$ cat config.mk
export PLATFORM = sky130hd
export DESIGN_NAME = sensor_packet_deframer_top
export DESIGN_NICKNAME = d
export VERILOG_FILES = /design/src/rtl/spd_pkg.sv /design/src/rtl/spd_ram.sv /design/src/rtl/sensor_packet_deframer_top.sv
export SDC_FILE = /design/constraint.sdc
export NUM_CORES = 1
export LEC_CHECK = 0
export ABC_AREA = 1
export BUFFER_PORTS_ARGS = -buffer_cell sky130_fd_sc_hd__buf_4
export CAP_MARGIN = 20
export CELL_PAD_IN_SITES_DETAIL_PLACEMENT = 1
export CELL_PAD_IN_SITES_GLOBAL_PLACEMENT = 1
export CORE_UTILIZATION = 40
export DETAILED_ROUTE_END_ITERATION = 7
export GPL_TIMING_DRIVEN = 0
export PLACE_DENSITY = 0.66
export SLEW_MARGIN = 40
export SYNTH_ARGS = -nofsm -noshare
export SYNTH_HDL_FRONTEND = slang
export SYNTH_HIERARCHICAL = 1
export SYNTH_SLANG_ARGS = --single-unit
export TNS_END_PERCENT = 20
$ cat constraint.sdc
create_clock -name i_clk -period 12.9 [get_ports i_clk]
set_input_delay 1.935 -clock i_clk [delete_from_list [all_inputs] [get_ports i_clk]]
set_output_delay 1.935 -clock i_clk [all_outputs]
set_load 0.1 [all_outputs]
$ cat src/rtl/spd_pkg.sv
`timescale 1ns / 1ps
// ----------------------------------------------------------------------------
// Sensor packet deframer package
// Shared sizes, request and event codes, and the header byte lookup.
// ----------------------------------------------------------------------------
package spd_pkg;

    // Frame layout.
    localparam int PACKET_BYTES = 22;
    localparam int HEADER_BYTES = 4;
    localparam int SUM_LIMIT    = 20;
    localparam int POS_W        = 5;
    localparam int CHK_HI_POS   = PACKET_BYTES - 2;
    localparam int LAST_POS     = PACKET_BYTES - 1;

    // Payload word store: four 32-bit words from offsets 4, 8, 12 and 16.
    localparam int WORD_W      = 32;
    localparam int WORD_SLOTS  = 4;
    localparam int SLOT_W      = 2;
    localparam int CNT_W       = 16;

    // Byte that opens every frame.
    localparam logic [7:0] START_BYTE = 8'h73;

    // Request codes on the input channel.
    localparam logic REQ_DATA  = 1'b0;
    localparam logic REQ_CLEAR = 1'b1;

    // Event codes on the output channel.
    typedef enum logic [1:0] {
        EV_GOOD    = 2'd0,
        EV_BAD_SUM = 2'd1,
        EV_ABORT   = 2'd2
    } t_event;

    // Expected header byte at a given header position.
    function automatic logic [7:0] hdr_byte(input logic [1:0] idx);
        logic [7:0] val;
        case (idx)
            2'd0:    val = 8'h73;
            2'd1:    val = 8'h6E;
            2'd2:    val = 8'h70;
            default: val = 8'h00;
        endcase
        return val;
    endfunction

endpackage

$ cat src/rtl/spd_ram.sv
`timescale 1ns / 1ps
// ----------------------------------------------------------------------------
// Generic RAM
// One write port and two read ports sharing one enable, registered reads.
// ----------------------------------------------------------------------------
module spd_ram #(
    parameter int DATA_W = 32,
    parameter int DEPTH  = 4
) (
    input  logic                      i_clk,
    input  logic                      i_we,
    input  logic [$clog2(DEPTH)-1:0]  i_waddr,
    input  logic [DATA_W-1:0]         i_wdata,
    input  logic                      i_re,
    input  logic [$clog2(DEPTH)-1:0]  i_raddr_a,
    input  logic [$clog2(DEPTH)-1:0]  i_raddr_b,
    output logic [DATA_W-1:0]         o_rdata_a,
    output logic [DATA_W-1:0]         o_rdata_b
);

    logic [DATA_W-1:0] r_mem [DEPTH];
    logic [DATA_W-1:0] r_rdata_a;
    logic [DATA_W-1:0] r_rdata_b;

    // Write port.
    always_ff @(posedge i_clk) begin
        if (i_we) begin
            r_mem[i_waddr] <= i_wdata;
        end
    end

    // Read ports; data holds until the next read.
    always_ff @(posedge i_clk) begin
        if (i_re) begin
            r_rdata_a <= r_mem[i_raddr_a];
            r_rdata_b <= r_mem[i_raddr_b];
        end
    end

    assign o_rdata_a = r_rdata_a;
    assign o_rdata_b = r_rdata_b;

endmodule

$ cat src/rtl/sensor_packet_deframer_top.sv
`timescale 1ns / 1ps
// ----------------------------------------------------------------------------
// Sensor packet deframer
// Deframes 22-byte packets from a byte stream, checks the additive checksum,
// emits the four payload words of good packets and keeps saturating counters.
// ----------------------------------------------------------------------------
// Throughput: one input transaction per cycle, including the final byte of a
// packet, while the event stage is empty or can advance; the running sum and
// position counter handle one byte each cycle. A result is registered in the
// event stage and then the output register; words come from reads at bytes 20, 21.
// Reset: synchronous; clears position, counters and pending results, and sets
// sum_length to 19. The word store holds no reset state.
module sensor_packet_deframer_top (
    input  logic        i_clk,
    input  logic        i_rst_n,
    // Configuration write channel.
    input  logic        i_cfg_valid,
    output logic        o_cfg_ready,
    input  logic [4:0]  i_cfg_sum_length,
    // Input channel.
    input  logic        i_in_valid,
    output logic        o_in_ready,
    input  logic        i_req_type,
    input  logic [7:0]  i_data_byte,
    // Output channel.
    output logic        o_out_valid,
    input  logic        i_out_ready,
    output logic [1:0]  o_event_res,
    output logic [31:0] o_word_a,
    output logic [31:0] o_word_b,
    output logic [31:0] o_word_c,
    output logic [31:0] o_word_d,
    output logic [15:0] o_good_total,
    output logic [15:0] o_aborted_total,
    output logic [15:0] o_bad_sum_total
);

    // Configuration and frame state.
    logic [4:0]                  r_sum_len;
    logic [spd_pkg::POS_W-1:0]   r_pos;
    logic [15:0]                 r_sum;
    logic [7:0]                  r_chk_hi;
    logic [23:0]                 r_asm;
    logic [spd_pkg::CNT_W-1:0]   r_good;
    logic [spd_pkg::CNT_W-1:0]   r_abort;
    logic [spd_pkg::CNT_W-1:0]   r_bad;
    logic                        r_ab_load;
    logic [spd_pkg::WORD_W-1:0]  r_word_a;
    logic [spd_pkg::WORD_W-1:0]  r_word_b;

    // Event stage.
    logic                        r_s1_valid;
    spd_pkg::t_event             r_s1_event;
    logic [spd_pkg::CNT_W-1:0]   r_s1_good;
    logic [spd_pkg::CNT_W-1:0]   r_s1_abort;
    logic [spd_pkg::CNT_W-1:0]   r_s1_bad;

    // Output register.
    logic                        r_out_valid;
    spd_pkg::t_event             r_out_event;
    logic [spd_pkg::WORD_W-1:0]  r_out_word_a;
    logic [spd_pkg::WORD_W-1:0]  r_out_word_b;
    logic [spd_pkg::WORD_W-1:0]  r_out_word_c;
    logic [spd_pkg::WORD_W-1:0]  r_out_word_d;
    logic [spd_pkg::CNT_W-1:0]   r_out_good;
    logic [spd_pkg::CNT_W-1:0]   r_out_abort;
    logic [spd_pkg::CNT_W-1:0]   r_out_bad;

    // Next values and decode.
    logic [spd_pkg::POS_W-1:0]   n_pos;
    logic [15:0]                 n_sum;
    logic [spd_pkg::CNT_W-1:0]   n_good;
    logic [spd_pkg::CNT_W-1:0]   n_abort;
    logic [spd_pkg::CNT_W-1:0]   n_bad;
    logic                        n_emit;
    spd_pkg::t_event             n_event;

    logic                        s1_adv;
    logic                        in_acc;
    logic                        data_acc;
    logic                        mid_abort;
    logic [spd_pkg::POS_W-1:0]   p_eff;
    logic                        in_header;
    logic                        hdr_match;
    logic [4:0]                  sum_limit;
    logic [15:0]                 sum_base;
    logic [15:0]                 sum_add;
    logic                        is_last;
    logic                        sum_ok;

    // Word store ports.
    logic                        ram_we;
    logic [spd_pkg::SLOT_W-1:0]  ram_waddr;
    logic [spd_pkg::WORD_W-1:0]  ram_wdata;
    logic                        ram_re;
    logic [spd_pkg::SLOT_W-1:0]  ram_raddr_a;
    logic [spd_pkg::SLOT_W-1:0]  ram_raddr_b;
    logic [spd_pkg::WORD_W-1:0]  ram_rdata_a;
    logic [spd_pkg::WORD_W-1:0]  ram_rdata_b;

    // Handshakes: the event stage moves whenever the output register frees.
    assign s1_adv      = !r_out_valid || i_out_ready;
    assign o_in_ready  = !r_s1_valid || s1_adv;
    assign o_cfg_ready = 1'b1;
    assign in_acc      = i_in_valid && o_in_ready;
    assign data_acc    = in_acc && (i_req_type == spd_pkg::REQ_DATA);

    // Byte classification against the current frame position.
    always_comb begin
        mid_abort = (i_data_byte == spd_pkg::START_BYTE) && (r_pos != '0);
        p_eff     = mid_abort ? '0 : r_pos;
        in_header = p_eff < spd_pkg::POS_W'(spd_pkg::HEADER_BYTES);
        hdr_match = i_data_byte == spd_pkg::hdr_byte(p_eff[1:0]);
        is_last   = !in_header && (p_eff == spd_pkg::POS_W'(spd_pkg::LAST_POS));
        sum_limit = (r_sum_len > 5'(spd_pkg::SUM_LIMIT)) ? 5'(spd_pkg::SUM_LIMIT)
                                                         : r_sum_len;
        sum_base  = (p_eff == '0) ? 16'd0 : r_sum;
        sum_add   = (p_eff < sum_limit) ? {8'd0, i_data_byte} : 16'd0;
        sum_ok    = r_sum == {r_chk_hi, i_data_byte};
    end

    // Next frame position, running sum, counters and event.
    always_comb begin
        n_pos   = r_pos;
        n_sum   = r_sum;
        n_good  = r_good;
        n_abort = r_abort;
        n_bad   = r_bad;
        n_emit  = 1'b0;
        n_event = spd_pkg::EV_ABORT;
        if (in_acc && (i_req_type == spd_pkg::REQ_CLEAR)) begin
            n_good  = '0;
            n_abort = '0;
            n_bad   = '0;
        end else if (data_acc) begin
            if (in_header && !hdr_match) begin
                n_pos = '0;
            end else if (is_last) begin
                n_pos = '0;
            end else begin
                n_pos = p_eff + 1'b1;
                n_sum = sum_base + sum_add;
            end
            if (mid_abort || (in_header && !hdr_match)) begin
                n_emit  = 1'b1;
                n_event = spd_pkg::EV_ABORT;
                n_abort = (r_abort == '1) ? r_abort : r_abort + 1'b1;
            end else if (is_last) begin
                n_emit = 1'b1;
                if (sum_ok) begin
                    n_event = spd_pkg::EV_GOOD;
                    n_good  = (r_good == '1) ? r_good : r_good + 1'b1;
                end else begin
                    n_event = spd_pkg::EV_BAD_SUM;
                    n_bad   = (r_bad == '1) ? r_bad : r_bad + 1'b1;
                end
            end
        end
    end

    // Word store access: a word is written on its fourth byte, words a and b
    // are read at the high checksum byte and words c and d at the last byte.
    always_comb begin
        ram_we      = data_acc && !in_header && (p_eff < 5'(spd_pkg::CHK_HI_POS))
                      && (p_eff[1:0] == 2'd3);
        ram_waddr   = spd_pkg::SLOT_W'(p_eff[4:2] - 3'd1);
        ram_wdata   = {i_data_byte, r_asm};
        ram_re      = 1'b0;
        ram_raddr_a = spd_pkg::SLOT_W'(0);
        ram_raddr_b = spd_pkg::SLOT_W'(1);
        if (data_acc && !in_header && (p_eff == 5'(spd_pkg::CHK_HI_POS))) begin
            ram_re = 1'b1;
        end else if (data_acc && is_last) begin
            ram_re      = 1'b1;
            ram_raddr_a = spd_pkg::SLOT_W'(2);
            ram_raddr_b = spd_pkg::SLOT_W'(3);
        end
    end

    spd_ram #(
        .DATA_W (spd_pkg::WORD_W),
        .DEPTH  (spd_pkg::WORD_SLOTS)
    ) u_word_ram (
        .i_clk     (i_clk),
        .i_we      (ram_we),
        .i_waddr   (ram_waddr),
        .i_wdata   (ram_wdata),
        .i_re      (ram_re),
        .i_raddr_a (ram_raddr_a),
        .i_raddr_b (ram_raddr_b),
        .o_rdata_a (ram_rdata_a),
        .o_rdata_b (ram_rdata_b)
    );

    // Control state.
    always_ff @(posedge i_clk) begin
        if (!i_rst_n) begin
            r_sum_len   <= 5'd19;
            r_pos       <= '0;
            r_good      <= '0;
            r_abort     <= '0;
            r_bad       <= '0;
            r_ab_load   <= 1'b0;
            r_s1_valid  <= 1'b0;
            r_out_valid <= 1'b0;
        end else begin
            if (i_cfg_valid) begin
                r_sum_len <= i_cfg_sum_length;
            end
            r_pos     <= n_pos;
            r_good    <= n_good;
            r_abort   <= n_abort;
            r_bad     <= n_bad;
            r_ab_load <= ram_re && (ram_raddr_a == spd_pkg::SLOT_W'(0));
            if (in_acc) begin
                r_s1_valid <= n_emit;
            end else if (s1_adv) begin
                r_s1_valid <= 1'b0;
            end
            if (s1_adv) begin
                r_out_valid <= r_s1_valid;
            end
        end
    end

    // Frame data: running sum, checksum high byte, word assembly and held words a, b.
    always_ff @(posedge i_clk) begin
        r_sum <= n_sum;
        if (data_acc && !in_header && (p_eff == 5'(spd_pkg::CHK_HI_POS))) begin
            r_chk_hi <= i_data_byte;
        end
        if (data_acc && !in_header) begin
            case (p_eff[1:0])
                2'd0:    r_asm[7:0]   <= i_data_byte;
                2'd1:    r_asm[15:8]  <= i_data_byte;
                2'd2:    r_asm[23:16] <= i_data_byte;
                default: r_asm        <= r_asm;
            endcase
        end
        if (r_ab_load) begin
            r_word_a <= ram_rdata_a;
            r_word_b <= ram_rdata_b;
        end
    end

    // Event stage and output register payload.
    always_ff @(posedge i_clk) begin
        if (in_acc && n_emit) begin
            r_s1_event <= n_event;
            r_s1_good  <= n_good;
            r_s1_abort <= n_abort;
            r_s1_bad   <= n_bad;
        end
        if (s1_adv && r_s1_valid) begin
            r_out_event <= r_s1_event;
            r_out_good  <= r_s1_good;
            r_out_abort <= r_s1_abort;
            r_out_bad   <= r_s1_bad;
            if (r_s1_event == spd_pkg::EV_GOOD) begin
                r_out_word_a <= r_word_a;
                r_out_word_b <= r_word_b;
                r_out_word_c <= ram_rdata_a;
                r_out_word_d <= ram_rdata_b;
            end else begin
                r_out_word_a <= '0;
                r_out_word_b <= '0;
                r_out_word_c <= '0;
                r_out_word_d <= '0;
            end
        end
    end

    // Output ports.
    assign o_out_valid     = r_out_valid;
    assign o_event_res     = r_out_event;
    assign o_word_a        = r_out_word_a;
    assign o_word_b        = r_out_word_b;
    assign o_word_c        = r_out_word_c;
    assign o_word_d        = r_out_word_d;
    assign o_good_total    = r_out_good;
    assign o_aborted_total = r_out_abort;
    assign o_bad_sum_total = r_out_bad;

endmodule

# == Word-level counts from Yosys, hierarchy flattened ==
# Memory sizes are Yosys's and may differ from the RTL's. A register that Yosys moved wholly into a read port is not among the register bits.
# Cells that the tools add are included.
# totals
register_bits,401
latch_bits,0
mem_bits_rw,128
rom_bits,0
in_bits,19
output_inout_bits,181
wordCells,125
n_memories,1
# classes
addsub,6
multipliers,0
div,0
n_lt_le_gt_ge,4
n_eq_ne,11
n_shift,0
n_mux,38
bitwise,5
reduce_logical,33
# memory_table
memory,words,word_bits,rd,rd_ports_with_merged_regs,wr,line,source
u_word_ram.r_mem,4,32,2,2,1,spd_ram.sv:21,logic [DATA_W-1:0] r_mem [DEPTH];
# op_table
cell,count
$mux W16,17
$add A16 B1 Y16 const B,3
$eq A16 B16 Y1 const B,3
$pmux W7 S3,1
$mux W5,4
$add A16 B8 Y16,1
$eq A16 B16 Y1,1
$logic_and A1 B1 Y1,14
$mux W1,11
$eq A5 B5 Y1 const B,2
$eq A8 B7 Y1 const B,1
$eq A8 B8 Y1,1
$mux W2,4
$mux W8,1
$reduce_and A2 Y1,4
$logic_not A2 Y1,3
$add A5 B1 Y5 const B,1
$gt A5 B5 Y1 const B,1
$logic_not A5 Y1,1
$lt A5 B3 Y1 const B,1
$lt A5 B5 Y1,1
$lt A5 B5 Y1 const B,1
$not A1 Y1,5
$reduce_bool A5 Y1,1
8 further kinds,14

# == Logic depth before layout (Yosys ltp) ==
# depth
depth_word,13
ltp_mapped,27
ltp_nobuf,26

# == Hierarchy ==
# Netlist, hierarchy kept.
# modules_own_cells
module,n_inst,cells_each,area_per_inst_um2,seq_area_each_um2
sensor_packet_deframer_top,1,1501,16498.3,11431.0
spd_ram,1,819,8441.8,5765.5

# == Worst setup path before layout ==
# OpenSTA, ideal clock, no wires.
# synth_timing
path_kind,input port to flip-flop
startpoint,input i_out_ready
endpoint,"register r_out_abort, in the netlist o_aborted_total[0] (enable)"
setup_ns,0.773
t_arrival_ns,10.429
required_time_ns,12.127
setup_slack_ns,1.697
stages,2
n_path_buf,0
cell_sequence,inv_2 -> a21oi_1
# synth_between
elab_chain_len,2
# synth_lines
element,line,source
"start, declared",sensor_packet_deframer_top.sv:27,"input logic i_out_ready,"
$logic_or A1 B1 Y1,sensor_packet_deframer_top.sv:102,assign s1_adv = !r_out_valid || i_out_ready;
$logic_and A1 B1 Y1,sensor_packet_deframer_top.sv:254,if (s1_adv && r_s1_valid) begin
"end signal, assigned",sensor_packet_deframer_top.sv:257,r_out_abort <= r_s1_abort;
"end, declared",sensor_packet_deframer_top.sv:66,logic [spd_pkg::CNT_W-1:0] r_out_abort;
# No other way between the ends.
# A chain may end at the register's enable or synchronous reset.

# == Worst setup path after layout ==
# layout_timing
startpoint,input i_data_byte[3]
endpoint,"register r_sum[14], data pin"
# layout_between
elab_chain_len,6
word_cells_on_any_way,8
classes_between,1 x add/sub; 1 x order compare; 1 x eq/ne; 3 x mux; 2 x reduce/logical
# layout_lines
element,line,source
"start, declared",sensor_packet_deframer_top.sv:24,"input logic [7:0] i_data_byte,"
$eq A8 B7 Y1,sensor_packet_deframer_top.sv:110,mid_abort = (i_data_byte == spd_pkg::START_BYTE) && (r_pos != '0);
$logic_and A1 B1 Y1,sensor_packet_deframer_top.sv:110,
$mux W5,sensor_packet_deframer_top.sv:111,p_eff = mid_abort ? '0 : r_pos;
$lt A5 B5 Y1 / $logic_not A5 Y1 (equally long branches),"sensor_packet_deframer_top.sv:118, sensor_packet_deframer_top.sv:117",
$mux W8 / $mux W16 (equally long branches),"sensor_packet_deframer_top.sv:118, sensor_packet_deframer_top.sv:117",
$add A16 B8 Y16 *,sensor_packet_deframer_top.sv:142,n_sum = sum_base + sum_add;
"end signal, assigned",sensor_packet_deframer_top.sv:228,r_sum <= n_sum;
"end, declared",sensor_packet_deframer_top.sv:41,logic [15:0] r_sum;
# Mark *: on every way between the ends. The rest lies on a longest branch, timed or not.

==> summary.txt <==
Clocking
  • Worst-path clk slew: 60 ps
  • Clock sinks: 593
  • CTS tree: yes
  • Cts repair resizes: 0
  • Worst skew pair latency: 620 ps
  • Deepest clock path buffer count: 3
  • Clock buffers created by TritonCTS: 66
  • Postcts setup bufs: 0
  • # hold bufs at CTS: 0
  • Htree depth: 3
  • CTS root buffer: clkbuf_16

Synthesis
  • Top post-synthesis cells by area: edfxtp_1, nand2_1, inv_1
  • Post-synth top flop: edfxtp_1
  • Post-Syn Instances: 2320
  • Number of synthesized flops with an enable pin: 532
  • Synth top cells by count: edfxtp_1, nand2_1, inv_1
  • Post-Syn Area: 24900 um^2
  • Number of synthesized register bits: 593
  • Mean Syn Cell Area: 10.8 um^2
  • Seq/Total Area, Yosys: 69.0%
  • Synth area leader: edfxtp_1
  • YS warnings: 6
  • Top-area cell type share of the netlist area: 64.1%
  • Ys async rst share: 0%
  • Post-synth cell types: 39

Worst setup path
  • Required @ worst endpoint: 13250 ps
  • WP data arrival: 6350 ps
  • Worst Reg-to-Reg Cells: 22
  • FF-to-FF Start: r_pos[2]
  • FF-to-FF End: r_sum[14]
  • Crit start category: input pin
  • FF-to-FF setup slack: 8500 ps
  • Crit path max fanout: 11
  • CP endpoint kind: flip-flop
  • WS Path Type: in2reg

Power
  • LEAKAGE: 0.0128 uW
  • Overall power: 4310 uW
  • IR Drop Worst-Case VDD: 92.4 uV
  • Power density cells: 143 nW/um^2

Floorplanning
  • Core Region: 61700 um^2
  • Chip width: 252 um
  • Die area: 63400 um^2
  • Die Y: 252 um
  • Starting Density: 40.4%
  • # IOs: 200
  • Site Rows: 91

Finish
  • Area of the multi-input gates: 5710 um^2
  • FILL cells: 6738
  • Post-Layout Cell Count: 3513
  • Nets: 2667
  • FF+latch area: 17200 um^2
  • Area Growth Syn to Fin: 21.0%
  • Layout cells sized above 1: 16.7%

Placed design
  • RePlAce Congestion: 0.840
  • PortBufs: 198
  • Dpl hpwl: 45800 um
  • Inst Count DP: 3394

Timing
  • Final min period: 5990 ps
  • Slew @ Worst Pin: 736 ps
  • Final setup TNS: 0 ps
  • Setup violators final: 0
  • Crit share post-route: 46.5%
  • Fin Clk Skew: 32.4 ps
  • Worst hold slack: 415 ps
  • Final Hold Vio Count: 0
  • RSZ-0062 raised after global routing: false
  • Max_slew headroom: 51.0%
  • Max-slew violations: 0
  • Fmax: 167 MHz

Global route
  • GRT Residual Overflow: 0
  • First-pass GRT wire length: 100000 um
  • Total GRT Usage: 20.7%
  • Vias in the first global route: 17.8k
  • Largest net degree at the start of global routing: 46
  • Initial antenna violation count: 2

Drt
  • DRT iter0 DRCs: 844
  • DR pass1 iterations: 5
  • Via count: 16.9k
  • Post-DRT Antenna Nets: 0
  • Vias per cell: 4.82
  • Routed wire per std cell: 18.4 um
  • DRC: 0
  • Routed WL: 64600 um

Min path
  • Min-Delay Startpoint: r_s1_bad[11]
  • Hold Path Depth: 0
  • Hold EP: o_bad_sum_total[11]
  • Worst min path class: reg2reg

Job
  • Max_cap viols: 0

Outcome
  • Outcome: complete, no violations
## sequential cells by signal (all words and copies together), names as in the netlist, 5 cells and up
signal / count
u_word_ram/o_rdata_a: 32
o_aborted_total: 16
o_word_d: 32
r_pos: 5
o_good_total: 16
r_bad: 16
o_bad_sum_total: 16
r_word_a: 32
r_sum_len: 5
o_word_a: 32
o_word_c: 32
r_s1_good: 16
r_chk_hi: 8
r_s1_abort: 16
r_abort: 16
r_asm: 24
u_word_ram/r_mem: 128
u_word_ram/o_rdata_b: 32
r_s1_bad: 16
r_sum: 16
o_word_b: 32
r_good: 16
r_word_b: 32
## cell usage in the layout (no fill, tap or decap), types with 5 or more instances in the layout
cell type    n
clkinv_1     6
a21oi_1     35
dfxtp_1     60
clkinv_2     6
xor2_1       7
nand4_1     34
buf_4      223
nand3_1    203
bufinv_16    9
inv_1      416
buf_6       17
edfxtp_1   532
nand3_2      8
nand2_4      7
buf_2       33
nand2_1    530
nor3_1      31
nor3_2       8
ha_1        22
conb_1       5
nor2_2      14
nor2_1     248
o21ai_0     19
buf_8        7
clkbuf_1    40
xnor2_1     16
clkbuf_16   68
o21ai_1      9
inv_2       12
## report_power, final
group,internal (uW),switching (uW),total [uW]
Sequential,2100,9.53,2110
Combinational,53.0,198,251
Clock,1180,768,1940
Total,3330,976,4310
## metal layers
metal,global-route usage [%],part of all wire [%],vias to the layer above
met2,35.9,50,377
met1,26.3,43,8346
met4,6.59,2.1,2
met5,0,0.020,-
met3,3.48,4.8,86
li1,-,-,8121
## worst max path at each step
| stage | endpoint | slack, ps | start |
|---|---|---|---|
| detailed placement | r_sum[14] | 6210 | i_data_byte[3] |
| global route | r_sum[14] | 6440 | i_data_byte[3] |
| CTS | r_sum[14] | 6830 | i_data_byte[3] |
| floorplan | o_aborted_total[0] | 1700 | i_out_ready |
| finish | r_sum[14] | 6910 | i_data_byte[3] |
| global placement | o_word_d[14] | -2260 | i_out_ready |
## cells by family (layout without fill, tap and decap cells)
kind of cell	after synthesis	after routing	share of synthesized area (%)
buffers and inverters	505	857	8.41
other	2	6	0.0301
adders and majority gates	23	23	1.18
xor gates and xnor gates	23	23	0.808
DFF	593	593	69.0
and+or+nand+nor	1102	1102	19.1
AOI/OAI and AO/OA	72	72	1.51
## metrics by stage
| step | setup slack [ps] | cell area, um^2 | utilization [%] |
|---|---|---|---|
| floorplan | 1700 | 25000 | - |
| global placement | -2260 | 27500 | 44.5 |
| detailed placement | 6210 | 27900 | 45.3 |
| CTS | 6830 | 30200 | 48.9 |
| global route | 6440 | 30200 | 48.9 |
| finish | 6910 | 30200 | 48.9 |
## critical path, stage by stage
cell and delay (ps):
buf_4 240, inv_1 120, nand2_1 150, nor2_2 80, nand2_4 90, inv_1 40
nor2_1 460, inv_1 260, ha_1 280, nand2_1 60, inv_1 40, nand2_2 150
inv_1 80, buf_2 190, nor2_1 110, ha_1 180, inv_1 50, fa_1 400
nand3b_1 190, nand2_1 110, a21oi_1 100, o21ai_0 330, nand2_1 170, nor3_2 230
nand4_1 130, nand2_1 90, inv_1 30
## final cells by class
cell class / count / area share (%)
Antenna cell: 1 / 0.00829
Buffer: 77 / 1.63
Clock buffer: 89 / 6.03
Clock inverter: 29 / 1.37
Inverter: 428 / 5.32
Multi-Input combinational cell: 1225 / 18.9
Sequential cell: 593 / 57.0
Tap cell: 837 / 3.47
Timing Repair Buffer: 234 / 6.24
No activity file was read; power rests on OpenSTA's default activity.
